[src/hdl/swmf_pkg.sv]
// Shared types and constants for the sliding-window median filter.
package swmf_pkg;

    localparam int SAMPLE_W       = 16;
    localparam int WS_W           = 5;
    localparam int AGE_W          = WS_W;
    localparam int FILL_W         = WS_W;
    localparam int DEF_MAX_WINDOW = 31;
    localparam int APB_ADDR_W     = 3;
    localparam int APB_DATA_W     = 32;

    localparam logic [WS_W-1:0] WS_RESET = WS_W'(5);

    // register index taken from paddr[2]
    localparam logic REG_WINDOW_SIZE = 1'b0;

    // registered contents of one cell
    typedef struct packed {
        logic signed [SAMPLE_W-1:0] val;
        logic [AGE_W-1:0]           age;
        logic                       valid;
    } cell_t;

    // a cell's entry after eviction, handed up to the next cell
    typedef struct packed {
        cell_t c;
        logic  le;    // entry valid and not above the new sample
    } rview_t;

    // broadcast control to every cell
    typedef struct packed {
        logic                       upd;
        logic                       flush;
        logic                       wipe;
        logic signed [SAMPLE_W-1:0] sample;
        logic [AGE_W-1:0]           last_age;
    } chain_ctl_t;

endpackage

[src/hdl/swmf_cell.sv]
// One cell of the sorted chain: holds one window sample and its age.
module swmf_cell (
    input  logic                clk,
    input  logic                rst_n,
    input  swmf_pkg::chain_ctl_t ctl,
    input  swmf_pkg::cell_t     upper,
    input  swmf_pkg::rview_t    lower_r,
    input  logic                evict_in,
    output logic                evict_out,
    output swmf_pkg::rview_t    rv,
    output swmf_pkg::cell_t     st
);

    swmf_pkg::cell_t st_reg;
    swmf_pkg::cell_t st_next;
    swmf_pkg::cell_t r;
    logic            own_v;
    logic            up_v;
    logic            e_self;

    assign own_v     = st_reg.valid & ~ctl.flush;
    assign up_v      = upper.valid & ~ctl.flush;
    assign e_self    = own_v && (st_reg.age == ctl.last_age);
    assign evict_out = evict_in | e_self;

    // entry at this slot once the oldest sample is gone
    always_comb
    begin
        if (evict_out)
        begin
            r.val   = upper.val;
            r.age   = upper.age;
            r.valid = up_v;
        end
        else
        begin
            r.val   = st_reg.val;
            r.age   = st_reg.age;
            r.valid = own_v;
        end
    end

    assign rv.c  = r;
    assign rv.le = r.valid && ($signed(r.val) <= $signed(ctl.sample));

    // insert the new sample at the first slot above all smaller-or-equal entries
    always_comb
    begin
        if (rv.le)
        begin
            st_next     = r;
            st_next.age = r.age + swmf_pkg::AGE_W'(1);
        end
        else if (lower_r.le)
        begin
            st_next.val   = ctl.sample;
            st_next.age   = '0;
            st_next.valid = 1'b1;
        end
        else
        begin
            st_next     = lower_r.c;
            st_next.age = lower_r.c.age + swmf_pkg::AGE_W'(1);
        end
    end

    always_ff @(posedge clk or negedge rst_n)
    begin
        if (!rst_n)
        begin
            st_reg <= '0;
        end
        else if (ctl.wipe)
        begin
            st_reg.valid <= 1'b0;
        end
        else if (ctl.upd)
        begin
            st_reg <= st_next;
        end
    end

    assign st = st_reg;

endmodule

[src/hdl/swmf_chain.sv]
// Row of sorted cells plus the rank select that picks the median.
module swmf_chain #(
    parameter int NUM_CELLS = swmf_pkg::DEF_MAX_WINDOW
) (
    input  logic                                clk,
    input  logic                                rst_n,
    input  swmf_pkg::chain_ctl_t                ctl,
    input  logic [swmf_pkg::FILL_W-1:0]         sel_idx,
    output logic signed [swmf_pkg::SAMPLE_W-1:0] median
);

    swmf_pkg::cell_t  st [NUM_CELLS];
    swmf_pkg::cell_t  up [NUM_CELLS];
    swmf_pkg::rview_t rv [NUM_CELLS];
    swmf_pkg::rview_t lo [NUM_CELLS];
    logic             ev [NUM_CELLS+1];

    assign ev[0] = 1'b0;

    genvar g;
    generate
        for (g = 0; g < NUM_CELLS; g++)
        begin : g_cell
            if (g == NUM_CELLS - 1)
            begin : g_top
                assign up[g] = '0;
            end
            else
            begin : g_mid
                assign up[g] = st[g+1];
            end

            // bottom cell always sees an insertion point below it
            if (g == 0)
            begin : g_bot
                always_comb
                begin
                    lo[g]    = '0;
                    lo[g].le = 1'b1;
                end
            end
            else
            begin : g_up
                assign lo[g] = rv[g-1];
            end

            swmf_cell u_cell (
                .clk       (clk),
                .rst_n     (rst_n),
                .ctl       (ctl),
                .upper     (up[g]),
                .lower_r   (lo[g]),
                .evict_in  (ev[g]),
                .evict_out (ev[g+1]),
                .rv        (rv[g]),
                .st        (st[g])
            );
        end
    endgenerate

    always_comb
    begin
        median = '0;
        for (int i = 0; i < NUM_CELLS; i++)
        begin
            if (int'(sel_idx) == i)
            begin
                median = st[i].val;
            end
        end
    end

endmodule

[src/hdl/sliding_window_median_filter.sv]
// Top level of the sliding-window running median filter.
//
// Input channel: sample and restart, moved by in_valid/in_ready. Each
// transaction yields exactly one output transaction (median, config_error)
// on out_valid/out_ready, in order.
// The window is held as a chain of MAX_WINDOW cells kept sorted by value;
// each accepted sample evicts the oldest entry (once the window is full) and
// is inserted at its rank in the same cycle. The median is the cell at rank
// fill_count/2, the upper median during warm-up with an even count.
// The chain and the select stage load at the accepting edge; out_valid
// rises when the output register loads from them, once the slot is free.
// Throughput: one transaction per cycle while the receiver keeps up, as the
// cell chain evicts and inserts at the accepting edge itself.
// A stalled receiver holds the result in the output register; one further
// accepted transaction waits in the select stage, then in_ready drops.
// Reset clears the window, the fill count and window_size (to 5). A restart
// transaction, or any APB write to window_size, also empties the window.
// An even, zero or oversize window_size gives median 0 with config_error
// set and leaves the window untouched.
module sliding_window_median_filter #(
    parameter int MAX_WINDOW = swmf_pkg::DEF_MAX_WINDOW
) (
    input  logic                                  clk,
    input  logic                                  rst_n,
    // APB register port
    input  logic                                  psel,
    input  logic                                  penable,
    input  logic                                  pwrite,
    input  logic [swmf_pkg::APB_ADDR_W-1:0]       paddr,
    input  logic [swmf_pkg::APB_DATA_W-1:0]       pwdata,
    output logic [swmf_pkg::APB_DATA_W-1:0]       prdata,
    output logic                                  pready,
    // sample channel
    input  logic                                  in_valid,
    output logic                                  in_ready,
    input  logic signed [swmf_pkg::SAMPLE_W-1:0]  sample,
    input  logic                                  restart,
    // result channel
    output logic                                  out_valid,
    input  logic                                  out_ready,
    output logic signed [swmf_pkg::SAMPLE_W-1:0]  median,
    output logic                                  config_error
);

    logic [swmf_pkg::WS_W-1:0]            ws_reg;
    logic [swmf_pkg::FILL_W-1:0]          fill_reg;
    logic [swmf_pkg::FILL_W-1:0]          fill_next;
    logic                                 pend_reg;
    logic                                 pend_err_reg;
    logic                                 out_valid_reg;
    logic signed [swmf_pkg::SAMPLE_W-1:0] median_reg;
    logic                                 config_error_reg;

    logic                                 cfg_wr;
    logic                                 win_ok;
    logic                                 slot_free;
    logic                                 accept;
    logic                                 take;
    logic signed [swmf_pkg::SAMPLE_W-1:0] chain_med;
    logic [swmf_pkg::FILL_W-1:0]          base_fill;
    swmf_pkg::chain_ctl_t                 ctl;

    // APB: single register, index from paddr[2]
    assign pready = 1'b1;
    assign cfg_wr = psel && penable && pwrite && (paddr[2] == swmf_pkg::REG_WINDOW_SIZE);

    always_comb
    begin
        prdata = '0;
        if (paddr[2] == swmf_pkg::REG_WINDOW_SIZE)
        begin
            prdata = swmf_pkg::APB_DATA_W'(ws_reg);
        end
    end

    assign win_ok = (ws_reg != '0) && ws_reg[0] && (int'(ws_reg) <= MAX_WINDOW);

    // handshake: select stage frees whenever the output slot can take it
    assign slot_free = !out_valid_reg || out_ready;
    assign in_ready  = !pend_reg || slot_free;
    assign accept    = in_valid && in_ready;
    assign take      = pend_reg && slot_free;

    // fill count saturates at the window size
    always_comb
    begin
        base_fill = restart ? '0 : fill_reg;
        fill_next = base_fill;
        if (base_fill < ws_reg)
        begin
            fill_next = base_fill + swmf_pkg::FILL_W'(1);
        end
    end

    always_comb
    begin
        ctl.upd      = accept && win_ok && !cfg_wr;
        ctl.flush    = restart;
        ctl.wipe     = cfg_wr;
        ctl.sample   = sample;
        ctl.last_age = ws_reg - swmf_pkg::WS_W'(1);
    end

    swmf_chain #(
        .NUM_CELLS (MAX_WINDOW)
    ) u_chain (
        .clk     (clk),
        .rst_n   (rst_n),
        .ctl     (ctl),
        .sel_idx (fill_reg >> 1),
        .median  (chain_med)
    );

    always_ff @(posedge clk or negedge rst_n)
    begin
        if (!rst_n)
        begin
            ws_reg        <= swmf_pkg::WS_RESET;
            fill_reg      <= '0;
            pend_reg      <= 1'b0;
            pend_err_reg  <= 1'b0;
            out_valid_reg <= 1'b0;
        end
        else
        begin
            if (cfg_wr)
            begin
                ws_reg   <= pwdata[swmf_pkg::WS_W-1:0];
                fill_reg <= '0;
            end
            else if (ctl.upd)
            begin
                fill_reg <= fill_next;
            end

            if (accept)
            begin
                pend_reg     <= 1'b1;
                pend_err_reg <= !win_ok;
            end
            else if (take)
            begin
                pend_reg <= 1'b0;
            end

            if (take)
            begin
                out_valid_reg <= 1'b1;
            end
            else if (out_ready)
            begin
                out_valid_reg <= 1'b0;
            end
        end
    end

    // result payload: loaded from the chain before the next sample lands
    always_ff @(posedge clk)
    begin
        if (take)
        begin
            median_reg       <= pend_err_reg ? '0 : chain_med;
            config_error_reg <= pend_err_reg;
        end
    end

    assign out_valid    = out_valid_reg;
    assign median       = median_reg;
    assign config_error = config_error_reg;

endmodule

[config.mk]
export PLATFORM = sky130hd
export DESIGN_NAME = sliding_window_median_filter
export DESIGN_NICKNAME = d
export VERILOG_FILES = /design/src/hdl/swmf_pkg.sv /design/src/hdl/swmf_cell.sv /design/src/hdl/swmf_chain.sv /design/src/hdl/sliding_window_median_filter.sv
export SDC_FILE = /design/constraint.sdc
export NUM_CORES = 2
export LEC_CHECK = 0
export BUFFER_PORTS_ARGS = -buffer_cell sky130_fd_sc_hd__buf_4
export CORE_MARGIN = 1
export CORE_UTILIZATION = 43
export CTS_CLUSTER_DIAMETER = 100
export DETAILED_ROUTE_END_ITERATION = 10
export PLACE_DENSITY = 0.58
export RECOVER_POWER = 50
export SYNTH_ARGS = -nofsm -noshare
export SYNTH_HDL_FRONTEND = slang
export SYNTH_HIERARCHICAL = 1
export SYNTH_SLANG_ARGS = --single-unit
export TNS_END_PERCENT = 20
[constraint.sdc]
create_clock -name clk -period 23.8 [get_ports clk]
set_clock_uncertainty 0.2 [all_clocks]
set_input_delay 2.38 -clock clk [delete_from_list [all_inputs] [get_ports clk]]
set_output_delay 2.38 -clock clk [all_outputs]
set_load 0.005 [all_outputs]
==> impl_metrics.env <==
export IMPL_wl_per_cell_um=26.3
export IMPL_reg2reg_from="ws_reg[0]"
export IMPL_drv_slew=992
export IMPL_die_area_sq_um=175000
export IMPL_status="finished with violations"
export IMPL_cpMaxStageDelayCell="clkbuf_1"
export IMPL_grt_pass1_vias=69000
export IMPL_clock_latency_ns=0.76
export IMPL_die_w_um=418
export IMPL_ir_worst_vdd_uv=92.0
export IMPL_antenna_left=0
export IMPL_core_area_sq_um=172000
export IMPL_most_common_layout_cells="nand2_1, inv_1, dfrtp_1, mux2_2, ha_1"
export IMPL_period_needed_ns=22.32
export IMPL_fillers=17000
export IMPL_endpoint="u_chain/g_cell[30].u_cell/st[3]"
export IMPL_largest_register_ffs=682
export IMPL_post_dp_hpwl_mm=203
export IMPL_clock_sinks=712
export IMPL_max_stage_delay_ns=1.21
export IMPL_drc_errors=0
export IMPL_overflow=0
export IMPL_postCtsSetupBuffers=0
export IMPL_syn2layout_area_growth_pct=6.93
export IMPL_min_path_type="flop to flop"
export IMPL_rr_endpoint="u_chain/g_cell[30].u_cell/st[3]"
export IMPL_violations="capacitance limit, slew limit"
export IMPL_reg2reg_depth=91
export IMPL_final_nets=9416
export IMPL_cpMostUsedCell="inv_1"
export IMPL_initial_utilization_pct=43.3
export IMPL_clk_pin_slew_worst_paths_ns=0.06
export IMPL_tightestPinTransition_ns=8.59
export IMPL_crit_fanout=28
export IMPL_timing_setup_tns_ns=0
export IMPL_grt_start_max_net_pins=141
export IMPL_finalHoldViolCount=0
export IMPL_vias=72400
export IMPL_drive_gt1_share_pct=14.0
export IMPL_p_leak_uw=0.0331
export IMPL_crit_type="primary input to flop"
export IMPL_cap_violations=20
export IMPL_timing_fmax_mhz=44.8
export IMPL_synthCells=9048
export IMPL_die_h_um=418
export IMPL_final_common_cell="nand2_1"
export IMPL_r2r_slack_ns=1.65
export IMPL_drtPass1Iterations=6
export IMPL_ctsResizeCount=0
export IMPL_rsz0062_at_grt="false"
export IMPL_power_density_nw_per_um2=159
export IMPL_wl_mm=294
export IMPL_synth_avg_cell_area_sq_um=8.23
export IMPL_required_ns=24.19
export IMPL_critPathLaunch="restart"
export IMPL_cts_path_max_buffers=3
export IMPL_grt_pass1_wl_mm=439
export IMPL_row_count=152
export IMPL_cp_end_kind="flop"
export IMPL_multi_input_area_sq_um=50600
export IMPL_min_period_over_period_pct=93.8
export IMPL_antenna_found_initial=12
export IMPL_root_buffer="clkbuf_16"
export IMPL_htree_levels=3
export IMPL_finalSetupViolations=0
export IMPL_worst_setup_path_start_kind="primary input"
export IMPL_io_pins=111
export IMPL_cts_hold_buffers=0
export IMPL_synth_area_sq_um=74500
export IMPL_cts_tree="built"
export IMPL_yosys_warnings=6
export IMPL_drt_initial_drc_count=7380
export IMPL_fin_total_pwr_uw=12600
export IMPL_viasPerCell=6.47
export IMPL_track_usage_pct=32.5
export IMPL_slew_headroom_pct=-473
export IMPL_arrival_ns=22.71
export IMPL_seq_area_sq_um=17900
export IMPL_gp_congestion=0.957
export IMPL_numCtsBuffers=96
export IMPL_portBuffers=53
## area by class of cell
| type | instances | area share, % |
|---|---|---|
| diodes | 5 | 0.0157 |
| inverters | 1019 | 4.88 |
| well taps | 2310 | 3.63 |
| flip-flops and latches | 712 | 22.5 |
| repair buffers | 186 | 1.69 |
| multi-input cells | 6777 | 63.5 |
| clock buffers | 142 | 3.52 |
| clock inverters | 31 | 0.319 |
## worst min path at each step
stage	from	end	slack (ns)	cells after the start
floorplan	pend_reg	out_valid	0.25	1
global placement	pend_reg	out_valid	0.27	1
detailed placement	pend_reg	out_valid	0.29	1
CTS	pend_reg	out_valid	0.30	1
global route	pend_reg	out_valid	0.32	1
finish	pend_reg	out_valid	0.29	1
## power by group
group	total (uW)	switching, uW	internal [uW]
clock network	1470	645	825
registers	2770	1010	1760
logic	8400	5150	3250
total	12600	6810	5830
## critical path: cells and delay by family
family / cells / cell delay [ns]
buffers and inverters: 43 / 10.37
AO/OA/AOI/OAI: 36 / 8.86
multiplexers: 2 / 0.49
adder cells (fa/ha/maj): 1 / 0.25
AND/OR/NAND/NOR: 1 / 0.20
## through the flow
stage	worst slack (ns)	instance area, sq um	util, %	std cells	hold WS (ns)
6_report	1.48	79700	46.3	11200	0.294
5_1_grt	0.128	79700	46.3	11200	0.318
4_1_cts	0.990	79700	46.4	11200	0.301
3_5_place_dp	0.988	76700	44.6	11000	0.288
3_3_place_gp	1.21	76700	44.6	11000	0.270
2_1_floorplan	0.00982	74800	-	9136	0.249
## routing by layer
layer / vias to the layer above / global-route usage, % / share of wire (%)
met5: - / 0 / 0.022
met4: 10 / 18.4 / 6.5
met3: 912 / 6.46 / 7.4
met2: 3074 / 52.5 / 46
met1: 35600 / 40.3 / 40
li1: 32800 / - / -
(Power assumes the default switching activity.)
